[src/sv/sfb_pkg.sv]
package sfb_pkg;

	localparam int unsigned MAX_PAYLOAD_DEF = 1024;
	localparam int unsigned LEN_W           = 11;
	localparam int unsigned NSLOT           = 9;

	localparam logic [7:0]       FLAG_SECOND = 8'h5E;
	localparam logic [7:0]       ESC_SECOND  = 8'h5D;
	localparam logic [7:0]       FLAG_RST    = 8'h7E;
	localparam logic [7:0]       ESC_RST     = 8'h7D;
	localparam logic [LEN_W-1:0] MAXLEN_RST  = 11'd1024;

	typedef enum logic [1:0] {
		REG_FLAG   = 2'd0,
		REG_ESC    = 2'd1,
		REG_MAXLEN = 2'd2
	} reg_idx_t;

	// emission slots, in line order
	localparam int unsigned SLOT_OPEN  = 0;
	localparam int unsigned SLOT_ADDR  = 1;
	localparam int unsigned SLOT_CTRL  = 2;
	localparam int unsigned SLOT_HCS   = 3;
	localparam int unsigned SLOT_D0    = 4;
	localparam int unsigned SLOT_D1    = 5;
	localparam int unsigned SLOT_C0    = 6;
	localparam int unsigned SLOT_C1    = 7;
	localparam int unsigned SLOT_CLOSE = 8;

	typedef struct packed {
		logic       mode;
		logic [7:0] address;
		logic [7:0] control;
		logic [7:0] payload_byte;
		logic       first_byte;
		logic       last_byte;
	} in_t;

	typedef struct packed {
		logic [7:0] out_byte;
		logic       run_end;
		logic       frame_end;
		logic       overflow;
	} out_t;

	typedef struct packed {
		logic [7:0]       flag;
		logic [7:0]       esc;
		logic [LEN_W-1:0] max_len;
	} cfg_t;

	typedef struct packed {
		logic [NSLOT-1:0] mask;
		logic [7:0]       addr;
		logic [7:0]       ctrl;
		logic [7:0]       d0;
		logic [7:0]       d1;
		logic [7:0]       c0;
		logic [7:0]       c1;
		logic             ovf;
	} cmd_t;

	typedef struct packed {
		logic       two;
		logic [7:0] b0;
		logic [7:0] b1;
	} stuffed_t;

	function automatic stuffed_t stuff(input logic [7:0] v, input logic [7:0] flag,
		input logic [7:0] esc);
		stuffed_t s;
		s.two = 1'b0;
		s.b0  = v;
		s.b1  = ESC_SECOND;
		if (v == flag) begin
			s.two = 1'b1;
			s.b0  = esc;
			s.b1  = FLAG_SECOND;
		end else if (v == esc) begin
			s.two = 1'b1;
			s.b0  = esc;
			s.b1  = ESC_SECOND;
		end
		return s;
	endfunction

endpackage

[src/sv/sfb_front.sv]
module sfb_front #(
	parameter int unsigned MAX_PAYLOAD = sfb_pkg::MAX_PAYLOAD_DEF
) (
	input  logic                clk,
	input  logic                arst_n,
	input  sfb_pkg::cfg_t       cfg,
	input  logic                in_fire,
	input  sfb_pkg::in_t        item,
	output logic                push,
	output sfb_pkg::cmd_t       cmd
);

	localparam int unsigned LIM_MAX = (MAX_PAYLOAD < 2047) ? MAX_PAYLOAD : 2047;
	localparam int unsigned CW      = $clog2(LIM_MAX + 1);
	localparam int unsigned SW      = sfb_pkg::LEN_W + 1;

	logic [7:0]    check_q;
	logic [CW-1:0] count_q;
	logic          ovf_q;

	logic [7:0]                 check_base, check_new;
	logic [CW-1:0]              count_base, count_new;
	logic                       ovf_base, ovf_new;
	logic [sfb_pkg::LEN_W-1:0]  limit;
	logic [SW-1:0]              sum;
	sfb_pkg::stuffed_t          pst, cst;

	always_comb begin
		limit = ({7'd0, cfg.max_len} > 18'(MAX_PAYLOAD)) ?
			sfb_pkg::LEN_W'(LIM_MAX) : cfg.max_len;
		check_base = item.first_byte ? 8'd0 : check_q;
		count_base = item.first_byte ? '0 : count_q;
		ovf_base   = item.first_byte ? 1'b0 : ovf_q;
		check_new  = check_base ^ item.payload_byte;
		pst        = sfb_pkg::stuff(item.payload_byte, cfg.flag, cfg.esc);
		cst        = sfb_pkg::stuff(check_new, cfg.flag, cfg.esc);
		sum        = SW'(count_base) + (pst.two ? SW'(2) : SW'(1));
		ovf_new    = ovf_base | (sum > SW'(limit));
		count_new  = ovf_new ? count_base : sum[CW-1:0];
	end

	always_comb begin
		cmd      = '0;
		cmd.addr = item.address;
		cmd.ctrl = item.control;
		cmd.d0   = pst.b0;
		cmd.d1   = pst.b1;
		cmd.c0   = cst.b0;
		cmd.c1   = cst.b1;
		if (!item.mode) begin
			cmd.mask[sfb_pkg::SLOT_OPEN]  = 1'b1;
			cmd.mask[sfb_pkg::SLOT_ADDR]  = 1'b1;
			cmd.mask[sfb_pkg::SLOT_CTRL]  = 1'b1;
			cmd.mask[sfb_pkg::SLOT_HCS]   = 1'b1;
			cmd.mask[sfb_pkg::SLOT_CLOSE] = 1'b1;
		end else begin
			cmd.ovf = ovf_new;
			cmd.mask[sfb_pkg::SLOT_OPEN]  = item.first_byte;
			cmd.mask[sfb_pkg::SLOT_ADDR]  = item.first_byte;
			cmd.mask[sfb_pkg::SLOT_CTRL]  = item.first_byte;
			cmd.mask[sfb_pkg::SLOT_HCS]   = item.first_byte;
			cmd.mask[sfb_pkg::SLOT_D0]    = !ovf_new;
			cmd.mask[sfb_pkg::SLOT_D1]    = !ovf_new && pst.two;
			cmd.mask[sfb_pkg::SLOT_C0]    = item.last_byte;
			cmd.mask[sfb_pkg::SLOT_C1]    = item.last_byte && cst.two;
			cmd.mask[sfb_pkg::SLOT_CLOSE] = item.last_byte;
		end
	end

	assign push = in_fire && (|cmd.mask);

	always_ff @(posedge clk or negedge arst_n) begin
		if (!arst_n) begin
			check_q <= '0;
			count_q <= '0;
			ovf_q   <= 1'b0;
		end else if (in_fire && item.mode) begin
			check_q <= check_new;
			count_q <= count_new;
			ovf_q   <= ovf_new;
		end
	end

	a_no_empty_push: assert property (@(posedge clk) disable iff (!arst_n)
		push |-> (cmd.mask[sfb_pkg::SLOT_CLOSE] || cmd.mask[sfb_pkg::SLOT_D0] ||
			cmd.mask[sfb_pkg::SLOT_OPEN]))
		else $error("empty command pushed");

endmodule

[src/sv/sfb_queue.sv]
module sfb_queue (
	input  logic          clk,
	input  logic          arst_n,
	input  logic          push,
	input  sfb_pkg::cmd_t wdata,
	output logic          full,
	input  logic          pop,
	output logic          empty,
	output sfb_pkg::cmd_t rdata
);

	sfb_pkg::cmd_t mem_q [2];
	logic          wr_ptr_q, rd_ptr_q;
	logic [1:0]    count_q;

	assign full  = count_q == 2'd2;
	assign empty = count_q == 2'd0;
	assign rdata = mem_q[rd_ptr_q];

	always_ff @(posedge clk) begin
		if (push) begin
			mem_q[wr_ptr_q] <= wdata;
		end
	end

	always_ff @(posedge clk or negedge arst_n) begin
		if (!arst_n) begin
			wr_ptr_q <= 1'b0;
			rd_ptr_q <= 1'b0;
			count_q  <= '0;
		end else begin
			if (push) begin
				wr_ptr_q <= ~wr_ptr_q;
			end
			if (pop) begin
				rd_ptr_q <= ~rd_ptr_q;
			end
			count_q <= count_q + {1'b0, push} - {1'b0, pop};
		end
	end

	a_no_overrun: assert property (@(posedge clk) disable iff (!arst_n)
		push |-> (!full || pop))
		else $error("queue overrun");

	a_no_underrun: assert property (@(posedge clk) disable iff (!arst_n)
		pop |-> !empty)
		else $error("queue underrun");

endmodule

[src/sv/sfb_back.sv]
module sfb_back (
	input  logic          clk,
	input  logic          arst_n,
	input  logic [7:0]    flag,
	input  logic          q_empty,
	input  sfb_pkg::cmd_t q_data,
	output logic          q_pop,
	output logic          out_valid,
	input  logic          out_ready,
	output sfb_pkg::out_t out_data
);

	sfb_pkg::cmd_t                cur_q;
	logic [sfb_pkg::NSLOT-1:0]    mask_q;
	logic                         out_valid_q;
	sfb_pkg::out_t                out_q;

	logic                         adv, busy, emit, load;
	logic [sfb_pkg::NSLOT-1:0]    sel, mask_next;
	logic [7:0]                   byte_sel;

	assign adv       = !out_valid_q || out_ready;
	assign busy      = |mask_q;
	assign emit      = adv && busy;
	assign sel       = mask_q & (~mask_q + 1'b1);
	assign mask_next = mask_q & ~sel;
	assign load      = !q_empty && (!busy || (emit && mask_next == '0));
	assign q_pop     = load;

	always_comb begin
		case (1'b1)
			sel[sfb_pkg::SLOT_OPEN]:  byte_sel = flag;
			sel[sfb_pkg::SLOT_ADDR]:  byte_sel = cur_q.addr;
			sel[sfb_pkg::SLOT_CTRL]:  byte_sel = cur_q.ctrl;
			sel[sfb_pkg::SLOT_HCS]:   byte_sel = cur_q.addr ^ cur_q.ctrl;
			sel[sfb_pkg::SLOT_D0]:    byte_sel = cur_q.d0;
			sel[sfb_pkg::SLOT_D1]:    byte_sel = cur_q.d1;
			sel[sfb_pkg::SLOT_C0]:    byte_sel = cur_q.c0;
			sel[sfb_pkg::SLOT_C1]:    byte_sel = cur_q.c1;
			sel[sfb_pkg::SLOT_CLOSE]: byte_sel = flag;
			default:                  byte_sel = flag;
		endcase
	end

	always_ff @(posedge clk or negedge arst_n) begin
		if (!arst_n) begin
			mask_q      <= '0;
			out_valid_q <= 1'b0;
		end else begin
			if (load) begin
				mask_q <= q_data.mask;
			end else if (emit) begin
				mask_q <= mask_next;
			end
			if (adv) begin
				out_valid_q <= busy;
			end
		end
	end

	always_ff @(posedge clk) begin
		if (load) begin
			cur_q <= q_data;
		end
		if (emit) begin
			out_q.out_byte  <= byte_sel;
			out_q.run_end   <= mask_next == '0;
			out_q.frame_end <= sel[sfb_pkg::SLOT_CLOSE];
			out_q.overflow  <= cur_q.ovf;
		end
	end

	assign out_valid = out_valid_q;
	assign out_data  = out_q;

	a_close_ends_run: assert property (@(posedge clk) disable iff (!arst_n)
		(out_valid_q && out_q.frame_end) |-> out_q.run_end)
		else $error("closing flag not last beat of its run");

	a_load_when_free: assert property (@(posedge clk) disable iff (!arst_n)
		load |-> (!busy || emit))
		else $error("command loaded over a busy one");

endmodule

[src/sv/stuffed_frame_builder.sv]
// An accepted item passes the queue, command register and output register before its first
//   line byte shows. One line byte per cycle while out_ready is high, set by the single
//   output byte register. A payload byte makes up to 2 line bytes (none after overflow),
//   up to 9 if it opens and closes a frame. Input is taken while the 2-entry queue has room.
// Reset (arst_n low): config back to flag 0x7E, escape 0x7D, limit 1024; frame state
//   and queue cleared; no output beat pending.
module stuffed_frame_builder #(
	parameter int unsigned MAX_PAYLOAD = sfb_pkg::MAX_PAYLOAD_DEF
) (
	input  logic                      clk,
	input  logic                      arst_n,
	input  logic                      in_valid,
	output logic                      in_ready,
	input  sfb_pkg::in_t              in_data,
	output logic                      out_valid,
	input  logic                      out_ready,
	output sfb_pkg::out_t             out_data,
	input  logic                      cfg_valid,
	output logic                      cfg_ready,
	input  logic [1:0]                cfg_index,
	input  logic [sfb_pkg::LEN_W-1:0] cfg_data
);

	sfb_pkg::cfg_t cfg_q;
	sfb_pkg::cmd_t f_cmd, q_cmd;
	logic          in_fire, push, full, empty, pop;

	assign cfg_ready = 1'b1;
	assign in_ready  = !full;
	assign in_fire   = in_valid && in_ready;

	always_ff @(posedge clk or negedge arst_n) begin
		if (!arst_n) begin
			cfg_q.flag    <= sfb_pkg::FLAG_RST;
			cfg_q.esc     <= sfb_pkg::ESC_RST;
			cfg_q.max_len <= sfb_pkg::MAXLEN_RST;
		end else if (cfg_valid) begin
			case (cfg_index)
				sfb_pkg::REG_FLAG:   cfg_q.flag    <= cfg_data[7:0];
				sfb_pkg::REG_ESC:    cfg_q.esc     <= cfg_data[7:0];
				sfb_pkg::REG_MAXLEN: cfg_q.max_len <= cfg_data;
				default:             ;
			endcase
		end
	end

	sfb_front #(
		.MAX_PAYLOAD(MAX_PAYLOAD)
	) u_front (
		.clk     (clk),
		.arst_n  (arst_n),
		.cfg     (cfg_q),
		.in_fire (in_fire),
		.item    (in_data),
		.push    (push),
		.cmd     (f_cmd)
	);

	sfb_queue u_queue (
		.clk    (clk),
		.arst_n (arst_n),
		.push   (push),
		.wdata  (f_cmd),
		.full   (full),
		.pop    (pop),
		.empty  (empty),
		.rdata  (q_cmd)
	);

	sfb_back u_back (
		.clk       (clk),
		.arst_n    (arst_n),
		.flag      (cfg_q.flag),
		.q_empty   (empty),
		.q_data    (q_cmd),
		.q_pop     (pop),
		.out_valid (out_valid),
		.out_ready (out_ready),
		.out_data  (out_data)
	);

endmodule
[config.mk]
export PLATFORM = sky130hd
export DESIGN_NAME = stuffed_frame_builder
export DESIGN_NICKNAME = d
export VERILOG_FILES = /design/src/sv/sfb_pkg.sv /design/src/sv/sfb_front.sv /design/src/sv/sfb_queue.sv /design/src/sv/sfb_back.sv /design/src/sv/stuffed_frame_builder.sv
export SDC_FILE = /design/constraint.sdc
export NUM_CORES = 1
export LEC_CHECK = 0
export BUFFER_PORTS_ARGS = -buffer_cell sky130_fd_sc_hd__buf_4
export CORE_MARGIN = 1.5
export CORE_UTILIZATION = 45
export DETAILED_ROUTE_END_ITERATION = 10
export HOLD_SLACK_MARGIN = 0.03
export SYNTH_ARGS = -nofsm -noshare
export SYNTH_HDL_FRONTEND = slang
export SYNTH_SLANG_ARGS = --single-unit
export TNS_END_PERCENT = 5
[constraint.sdc]
create_clock -name clk -period 8.8 [get_ports clk]
set_input_delay 0.88 -clock clk [delete_from_list [all_inputs] [get_ports clk]]
set_output_delay 0.88 -clock clk [all_outputs]
set_load 0.01 [all_outputs]
# ---- Word-level counts from Yosys, hierarchy flattened
# Memory sizes are Yosys's and may differ from the RTL's.
# Index checks and enable logic that the tools add are counted.
dict set report op_classes {
  addsub 4
  multipliers 0
  div 0
  order_cmp 2
  n_eq_ne 7
  shift 0
  muxes 26
  bitwise_logic 9
  n_reduce_logical 24
}
# operator n
set op_table {}
lappend op_table {{two-way mux 8 bit} 9}
lappend op_table {{two-way mux 17 bit} 4}
lappend op_table {{two-way mux 11 bit} 3}
lappend op_table {{== test 8 bit} 4}
lappend op_table {{bitwise AND 9 bit} 2}
lappend op_table {{two-way mux 9 bit} 2}
lappend op_table {{NOT 9 bit} 2}
lappend op_table {{OR reduction 9 bit} 2}
lappend op_table {{XOR 8 bit} 2}
lappend op_table {{adder 11 x 12 -> 12 bit} 1}
lappend op_table {{greater-than comparator 12 x 11 -> 1 bit} 1}
lappend op_table {{greater-than comparator 11 bit (second input constant)} 1}
lappend op_table {{adder 9 x 1 -> 9 bit (second input constant)} 1}
lappend op_table {{logical NOT 9 bit} 1}
lappend op_table {{logical AND 1 bit} 8}
lappend op_table {{two-way mux 4 bit} 2}
lappend op_table {{AND reduction 2 bit} 3}
lappend op_table {{logical NOT 1 bit} 5}
lappend op_table {{two-way mux 1 bit} 5}
lappend op_table {{== test 2 bit (second input constant)} 2}
lappend op_table {{logical NOT 2 bit} 2}
lappend op_table {{adder 2 x 1 -> 2 bit} 1}
lappend op_table {{== test 2 x 1 -> 1 bit (second input constant)} 1}
lappend op_table {{logical OR 1 bit} 2}
lappend op_table {{5 further kinds} 6}
dict set report totals {
  register_bits 121
  latch_bits 0
  ramBits 116
  rom_bits 0
  in_bits 45
  word_cells 95
  mem_count 1
}
# memory words word_bits rd rd_clocked_by_memory_dff write_ports line
set mem_list {}
lappend mem_list {u_queue.mem_q 2 58 1 0 1 sfb_queue.sv:12} ;# sfb_pkg::cmd_t mem_q [2];

# ---- Longest topological paths before layout
# Gate-level depths: netlist of run 1.
dict set report depth {
  word_depth 14
  depth_mapped 26
  ltp_nobuf 24
}

# ---- Modules after synthesis
# From an unflattened synthesis of run 1, not the netlist that was laid out.
dict set report unflattened {
  hier_cells 940
  hier_area_um2 12014.0
}
# module instances cells_each area_each_um2
set modules_own_cells {}
lappend modules_own_cells {sfb_queue 1 196 4428.0}
lappend modules_own_cells {sfb_back 1 318 3539.6}
lappend modules_own_cells {sfb_front 1 364 2984.1}
lappend modules_own_cells {stuffed_frame_builder 1 62 1062.3}

# ---- Worst setup path after synthesis of run 1
# OpenSTA, ideal clock, no wires.
dict set report synth_path {
  kind {input to register}
  start {input port in_data[8] (netlist bit)}
  end {memory u_queue.mem_q[0][0] (netlist bit) (enable)}
  setup_time_ps 509
  arrival_time_ps 8066
  required_time_ps 8291
  setup_slack_ps 225
  path_stages 20
  n_path_buf 2
  path_cell_list {clkbuf_1 xnor2_1 nand4_1 nor2_1 inv_1 o21ai_1 inv_1 fa_1 and4bb_1 and3_1 nand2_1 xnor2_1 ha_1 nand3_1 or2_0 or3_1 o311ai_1 nand2_2 buf_2 a211oi_1}
}
dict set report synth_between {
  elab_chain_len 14
  word_cells_on_any_way 21
  cone_classes {1 x add/sub; 1 x order compare; 4 x eq/ne; 8 x mux; 2 x bitwise; 5 x reduce/logical}
}
# item line
set synth_lines {}
lappend synth_lines {{start: declaration} stuffed_frame_builder.sv:14} ;# input sfb_pkg::in_t in_data,
lappend synth_lines {{== test 8 bit} sfb_pkg.sv:79} ;# end else if (v == esc) begin
lappend synth_lines {{two-way mux 17 bit} sfb_pkg.sv:79}
lappend synth_lines {{two-way mux 17 bit} sfb_pkg.sv:75} ;# if (v == flag) begin
lappend synth_lines {{two-way mux 2 bit} sfb_front.sv:37} ;# sum = SW'(count_base) + (pst.two ? SW'(2) : SW'(1));
lappend synth_lines {{adder 11 x 12 -> 12 bit} sfb_front.sv:37}
lappend synth_lines {{greater-than comparator 12 x 11 -> 1 bit} sfb_front.sv:38} ;# ovf_new = ovf_base | (sum > SW'(limit));
lappend synth_lines {{bitwise OR 1 bit} sfb_front.sv:38}
lappend synth_lines {{logical NOT 1 bit} {sfb_front.sv:62, sfb_front.sv:63}}
lappend synth_lines {{logical AND 1 bit} sfb_front.sv:63} ;# cmd.mask[sfb_pkg::SLOT_D1] = !ovf_new && pst.two;
lappend synth_lines {{two-way mux 4 bit *} sfb_front.sv:50} ;# if (!item.mode) begin
lappend synth_lines {{OR reduction 9 bit *} sfb_front.sv:70} ;# assign push = in_fire && (|cmd.mask);
lappend synth_lines {{logical AND 1 bit *} sfb_front.sv:70}
lappend synth_lines {{two-way mux 1 bit *} sfb_queue.sv:21} ;# if (push) begin
lappend synth_lines {{two-way mux 1 bit (not written as such) *} sfb_queue.sv:22} ;# mem_q[wr_ptr_q] <= wdata;
lappend synth_lines {{end: declaration} sfb_queue.sv:12}
# Every way passes the cells marked *; elsewhere a longest branch is shown, timed or not.

# ---- Final worst setup path of run 1
dict set report layout_path {
  start {input port in_data[9] (netlist bit)}
  end {memory u_queue.mem_q[0][28] (netlist bit) (enable)}
}
# Same word-level chain as after synthesis.

==> results of run 1 <==
registers in the layout (all words and copies together) (netlist names):
name / flops
u_front.count_q: 11
u_front.ovf_q: 1
u_back.cur_q: 37
u_front.check_q: 8
cfg_q: 27
u_queue.wr_ptr_q: 1
u_queue.count_q: 2
u_back.out_data: 11
u_queue.mem_q: 86
u_back.mask_q: 9
u_queue.rd_ptr_q: 1
u_back.out_valid: 1
cells by family after synthesis:
group           after synthesis
compound gates              159
other cells                   1
mux                          87
buf+inv                      72
fa+ha+maj                    18
flops                       195
simple gates                166
xor+xnor                     54
cells in the final DEF (no fill, tap or decap), drive strengths merged, types with 7 or more instances in the layout:
master,Yosys,layout
nand4,7,7
o22ai,15,15
xnor2,41,41
ha,15,15
dfrtp,48,48
nor2,33,33
xor2,7,7
and3,8,8
o221ai,8,8
clkbuf,30,18
nand3,9,9
a311oi,8,8
inv,27,32
nor3,9,9
o21ai,35,35
edfxtp,134,134
mux2i,13,13
nand2,44,44
dfstp,13,13
buf,13,60
mux2,74,74
a21oi,44,44
nor2b,21,21
worst max-delay path, delay by kind of cell:
family	cells	cell delay [ps]
adders and majority gates	2	810
xor gates and xnor gates	2	320
AOI/OAI and AO/OA	4	2120
buffers and inverters	5	1050
and+or+nand+nor	8	1940
metrics by stage:
stage	util	total power (W)	hold WS (ps)	setup slack [ps]	cell area (sq um)
finish	0.515	0.00325	421	1800	10800
detailed placement	0.488	0.00252	405	1380	10200
global placement	0.488	0.00249	405	1670	10200
floorplan	-	0.00223	400	225	9590
CTS	0.515	0.00328	422	1820	10800
global route	0.515	0.00345	433	1190	10800
report_power, final:
| group | total [W] | internal [W] | switching (W) |
|---|---|---|---|
| Sequential | 0.00156 | 0.00133 | 0.000234 |
| Combinational | 0.000941 | 0.000435 | 0.000506 |
| Clock | 0.000748 | 0.000399 | 0.000349 |
| Total | 0.00325 | 0.00216 | 0.00109 |
final cells by class:
cell class	count	area, sq um	area share
sequential	195	5570	0.516
multi-input combinational	485	3750	0.347
timing repair buffer	60	450	0.0417
clock buffer	18	429	0.0397
tap	275	344	0.0319
clock inverter	14	148	0.0137
inverter	29	109	0.0101
worst max path at each step:
| stage | start | end | slack, ps |
|---|---|---|---|
| global placement | in_data[9] | u_queue.mem_q[0][42] | 1670 |
| global route | cfg_q[25] | u_queue.mem_q[0][11] | 1190 |
| CTS | in_data[9] | u_queue.mem_q[0][9] | 1820 |
| floorplan | in_data[8] | u_queue.mem_q[0][0] | 220 |
| finish | in_data[9] | u_queue.mem_q[0][28] | 1800 |
| detailed placement | in_data[9] | u_queue.mem_q[0][34] | 1380 |
metal layers:
layer | track usage | vias up
met3 | 0.0407 | 20
met2 | 0.313 | 153
li1 | - | 2882
met1 | 0.257 | 2955
met4 | 0.0599 | 0
met5 | 0 | -
==> flow_summary.yaml, run 1 <==
run_status:
  status: "finished, final reports clean"
grt:
  grt_pass1_vias: 6036
  antenna_found_initial: 0
  track_usage: 0.192
  grt_first_pass_wirelength_um: 32700
  grt_overflow: 0
  grt_max_degree: 62
worst_setup_path:
  rrSetupSlack_ps: 1810
  r2r-start: "cfg_q[25]"
  r2r_end: "u_queue.mem_q[0][28]"
  max_stage_delay_ps: 1050
  cp-start-kind: "input pin"
  critical-path-slowest-cell: "a211oi_4"
  worst-path-max-fanout: 21
  crit_path_cell_trace: "buf_4, xnor2_1, nand4_1, nor2_1, inv_1, o21ai_1, inv_1, fa_1, and4bb_1, and3_1, nand2_1, nor2_1, xnor2_1, ha_1, nand3_1, o41a_1, a221o_1, inv_2, nand2_2, a211oi_4, buf_4"
  criticalPathCategory: "in -> reg"
  end_kind: "register"
  cp.required_ps: 8930
  r2r_cells: 20
  arrival_ps: 7130
timing:
  post-route-period-util: 0.796
  clock_skew_ps: 15.6
  rsz0062_at_grt: "false"
  slew_viol_final: 0
  report.final.setup_viol: 0
  worst_pin_slew_ps: 1200
  final.min_clock_period_ps: 7000
  max_clock_freq_ghz: 0.143
  finalSetupTns_ps: 0
  slew_headroom: 0.197
  hold_violations: 0
synthesis:
  yosysTopAreaCell: "edfxtp_1"
  yosysWarningCount: 0
  syn_inst: 752
  syn_nets: 813
  synth_cell_types: 72
  yosys.area_share.simple: 0.0933
  synth_top_area_share: 0.420
  syn_area_sq_mm: 0.00959
  synth-compound-area-share: 0.110
  synth_edf_count: 134
  synth_top_family_by_area: "compound AO/OA/AOI/OAI gates"
  ys_seq_area_frac: 0.580
  yosys-top-cells-count: "134 x edfxtp_1, 73 x mux2_2, 48 x dfrtp_1, 44 x a21oi_1, 42 x nand2_1"
  async_flop_share: 0.313
  synth_most_common_cell: "edfxtp_1"
  synth.area.top_cells: "edfxtp_1 42%, dfrtp_1 13%, mux2_2 8.6%"
  ys_ff_latch: 195
  synth-xor-area-share: 0.0604
  synth-adder-area-share: 0.0239
  synth.area.mux_share: 0.100
  synth_ff_type: "edfxtp_1"
  avgSynthCellArea_sq_um: 12.8
hold_path:
  min-delay-start: "u_back.cur_q[0]"
  hold_end: "u_back.out_data[0]"
  worst_hold_path.num_cells: 0
  holdCritPathClass: "reg -> reg"
floorplan:
  die_area_sq_mm: 0.0222
  fp.dieW_um: 149
  dieHeight_um: 149
  ios: 59
  start_util: 0.458
  core-area_sq_mm: 0.0210
  rows: 53
cts:
  clockBufferDepth: 2
  cts_buffers: 17
  cts_tree: "done"
  ctsResizeCount: 0
  cts_root_buf: "clkbuf_16"
  cts.sink_count: 195
  htreeDepth: 4
  clk_pin_slew_ps: 70
  hold_buffers: 0
  post_cts_buffers: 0
  clk-insertion-delay-late_ps: 430
routing:
  wl_per_cell_um: 18.6
  vias_per_cell: 5.59
  top_layer_used: "met4"
  vias: 6010
  wirelength_um: 20000
  wirelength_met1_um: 9130
  drtIter0Drc: 357
  wl_met3_um: 934
  drcViolationCount: 0
  drtAntennaViolNets: 0
  met2_length_um: 9660
  drtPass1Iterations: 4
job:
  drv_cap: 0
place:
  portBuffers: 57
  dp_cells: 1044
  place_hpwl_um: 14100
  place.gp.congestion: 0.865
final_layout:
  final-instance-count-excl-fill: 1076
  area_growth_pct: 12.6
  n_fill_cell: 1830
  layout-drive-gt1-share: 0.243
  n_antenna_cell: 0
  num-nets-final: 849
pwr:
  p_leak_nw: 3.97
  power_density_mw_per_mm2: 301
  peakVddDrop_uv: 152
Power figures use the tool's default switching activity.
==> inputs of run 2 (changes only) <==
--- a/config.mk
+++ b/config.mk
@@ -5,6 +5,7 @@
 export SDC_FILE = /design/constraint.sdc
 export NUM_CORES = 1
 export LEC_CHECK = 0
+export ABC_AREA = 1
 export BUFFER_PORTS_ARGS = -buffer_cell sky130_fd_sc_hd__buf_4
 export CORE_MARGIN = 1.5
 export CORE_UTILIZATION = 45
==> constraint.sdc (replaced) <==
create_clock -name clk -period 7 [get_ports clk]
set_input_delay 0.7 -clock clk [delete_from_list [all_inputs] [get_ports clk]]
set_output_delay 0.7 -clock clk [all_outputs]
set_load 0.01 [all_outputs]
==> flow_summary.yaml, run 2 <==
routing:
  drtAntennaViolNets: 0
  drtIter0Drc: 396
  vias_per_cell: 4.94
  drcViolationCount: 0
  vias: 6075
  drtPass1Iterations: 5
  wl_per_cell_um: 15.3
  wirelength_um: 18700
cts:
  post_cts_buffers: 0
  cts_buffers: 17
  ctsResizeCount: 0
  cts_tree: "done"
  clk_pin_slew_ps: 70
  cts_root_buf: "clkbuf_16"
  htreeDepth: 4
  clk-insertion-delay-late_ps: 430
  clockBufferDepth: 2
  cts.sink_count: 195
  hold_buffers: 0
floorplan:
  rows: 52
  dieHeight_um: 147
  start_util: 0.460
  fp.dieW_um: 147
  ios: 59
  core-area_sq_mm: 0.0203
  die_area_sq_mm: 0.0216
final_layout:
  regMostFlops: "u_queue.mem_q"
  n_fill_cell: 1865
  n_antenna_cell: 0
  fin_util: 0.524
  reg_top3: "u_queue.mem_q (86), u_back.cur_q (37), cfg_q (27)"
  final_common_cell: "nand2_1"
  num-nets-final: 1007
  final_cell_mix: "245 x nand2_1, 134 x edfxtp_1, 95 x inv_1, 61 x buf_4, 53 x o21ai_0"
  final-instance-count-excl-fill: 1229
  layout-drive-gt1-share: 0.191
  largest_reg_flops: 86
  area_growth_pct: 14.0
place:
  portBuffers: 57
  dp_cells: 1197
  place.gp.congestion: 0.835
  place_hpwl_um: 13300
timing:
  final.min_clock_period_ps: 5350
  hold_violations: 0
  clock_skew_ps: 9.27
  report.final.setup_viol: 0
  slew_viol_final: 0
  max_clock_freq_ghz: 0.187
  worst_pin_slew_ps: 1130
  finalSetupTns_ps: 0
  rsz0062_at_grt: "false"
  post-route-period-util: 0.765
  slew_headroom: 0.242
synthesis:
  synth_top_area_share: 0.431
  avgSynthCellArea_sq_um: 10.5
  synth.area.top_cells: "edfxtp_1 43%, dfrtp_1 13%, nand2_1 9.9%"
  synth_cell_types: 46
  synth_ff_type: "edfxtp_1"
  async_flop_share: 0.313
  yosysTopAreaCell: "edfxtp_1"
  syn_area_sq_mm: 0.00933
  syn_inst: 887
  yosysWarningCount: 0
  synth_most_common_cell: "nand2_1"
  syn_nets: 948
  ys_ff_latch: 195
  ys_seq_area_frac: 0.597
  yosys-top-cells-count: "245 x nand2_1, 134 x edfxtp_1, 96 x inv_1, 53 x o21ai_0, 48 x dfrtp_1"
  synth_edf_count: 134
hold_path:
  holdCritPathClass: "in -> async"
grt:
  grt_pass1_vias: 6078
  antenna_found_initial: 0
  track_usage: 0.186
  grt_overflow: 0
  grt_first_pass_wirelength_um: 31400
  grt_max_degree: 62
job:
  drv_cap: 0
worst_setup_path:
  cp-start-kind: "register"
  arrival_ps: 5520
  worst_path_most_repeated_cell: "nand2_1"
  critical-path-slowest-cell: "dfstp_2"
  worst-path-max-fanout: 30
  r2r_cells: 22
  end_kind: "register"
  max_stage_delay_ps: 620
  criticalPathCategory: "reg -> reg"
  crit_path_cell_trace: "xor2_1, a2111oi_0, nand2_1, nand2_1, inv_1, fa_1, nor3_1, nand2_1, nor3_1, nand2_1, xor2_1, inv_1, ha_1, nand2_1, nor2_1, nand4_1, nand2_1, nand2_1, nand2_1, nand3_1, clkinv_1, buf_12"
  cp.required_ps: 7170
pwr:
  power_density_mw_per_mm2: 407
  p_leak_nw: 4.53
  peakVddDrop_uv: 211
run_status:
  status: "finished, final reports clean"
-- run 2: final timing paths --
kind	from	end	slack (ps)
max in group asynchronous	arst_n	u_queue.rd_ptr_q	6080
min reg2reg	u_back.cur_q[0]	u_back.out_data[0]	430
min in group clk	u_back.cur_q[0]	u_back.out_data[0]	430
max reg2reg	cfg_q[23]	u_queue.mem_q[0][2]	1650
max	cfg_q[23]	u_queue.mem_q[0][2]	1650
min	arst_n	cfg_q[6]	360
-- run 2: worst max-delay path, delay by kind of cell (launching register included) --
| family | cells | cell delay, ps |
|---|---|---|
| XOR/XNOR | 2 | 310 |
| buffers and inverters | 4 | 1050 |
| AO/OA/AOI/OAI | 1 | 420 |
| flip-flops | 1 | 620 |
| AND/OR/NAND/NOR | 13 | 1910 |
| adder cells (fa/ha/maj) | 2 | 740 |
-- run 2: logic make-up (layout without fill, tap and decap cells) --
| logic type | count (synthesis) | after routing | synth area share |
|---|---|---|---|
| AND/OR/NAND/NOR | 351 | 351 | 0.157 |
| flip-flops | 195 | 195 | 0.597 |
| buffers and inverters | 122 | 194 | 0.0533 |
| AO/OA/AOI/OAI | 106 | 106 | 0.0679 |
| XOR/XNOR | 52 | 52 | 0.0488 |
| multiplexers | 44 | 44 | 0.0531 |
| adder cells (fa/ha/maj) | 16 | 16 | 0.0223 |
| other | 1 | 1 | 0.000402 |
-- run 2: per-stage QoR --
stage	power [W]	worst slack [ps]	cell area (sq um)	hold slack, ps
2_1_floorplan	0.00295	759	9330	400
3_3_place_gp	0.00337	1330	10000	405
3_5_place_dp	0.00339	1190	10000	409
4_1_cts	0.00438	1590	10600	386
5_1_grt	0.00465	984	10600	425
6_report	0.00433	1650	10600	357
-- run 2: report_power, final --
group | total, W | internal (W) | switching, W
combinational | 0.00136 | 0.000544 | 0.000821
clock | 0.000980 | 0.000512 | 0.000468
sequential | 0.00199 | 0.00174 | 0.000242
total | 0.00433 | 0.00280 | 0.00153
-- run 2: per-layer routing --
| layer | up-vias | GRT usage | wire length, um |
|---|---|---|---|
| met2 | 125 | 0.293 | 8730 |
| met3 | 13 | 0.0273 | 618 |
| met4 | 0 | 0.0590 | 161 |
| li1 | 3073 | - | - |
| met1 | 2864 | 0.266 | 9240 |
| met5 | - | 0 | 0 |
-- run 2: area by class of cell --
class / count / area, sq um / area share
clock inverters: 14 / 161 / 0.0152
repair buffers: 63 / 498 / 0.0468
flip-flops and latches: 195 / 5570 / 0.523
multi-input cells: 570 / 3270 / 0.308
clock buffers: 18 / 429 / 0.0403
inverters: 99 / 372 / 0.0349
well taps: 270 / 338 / 0.0318
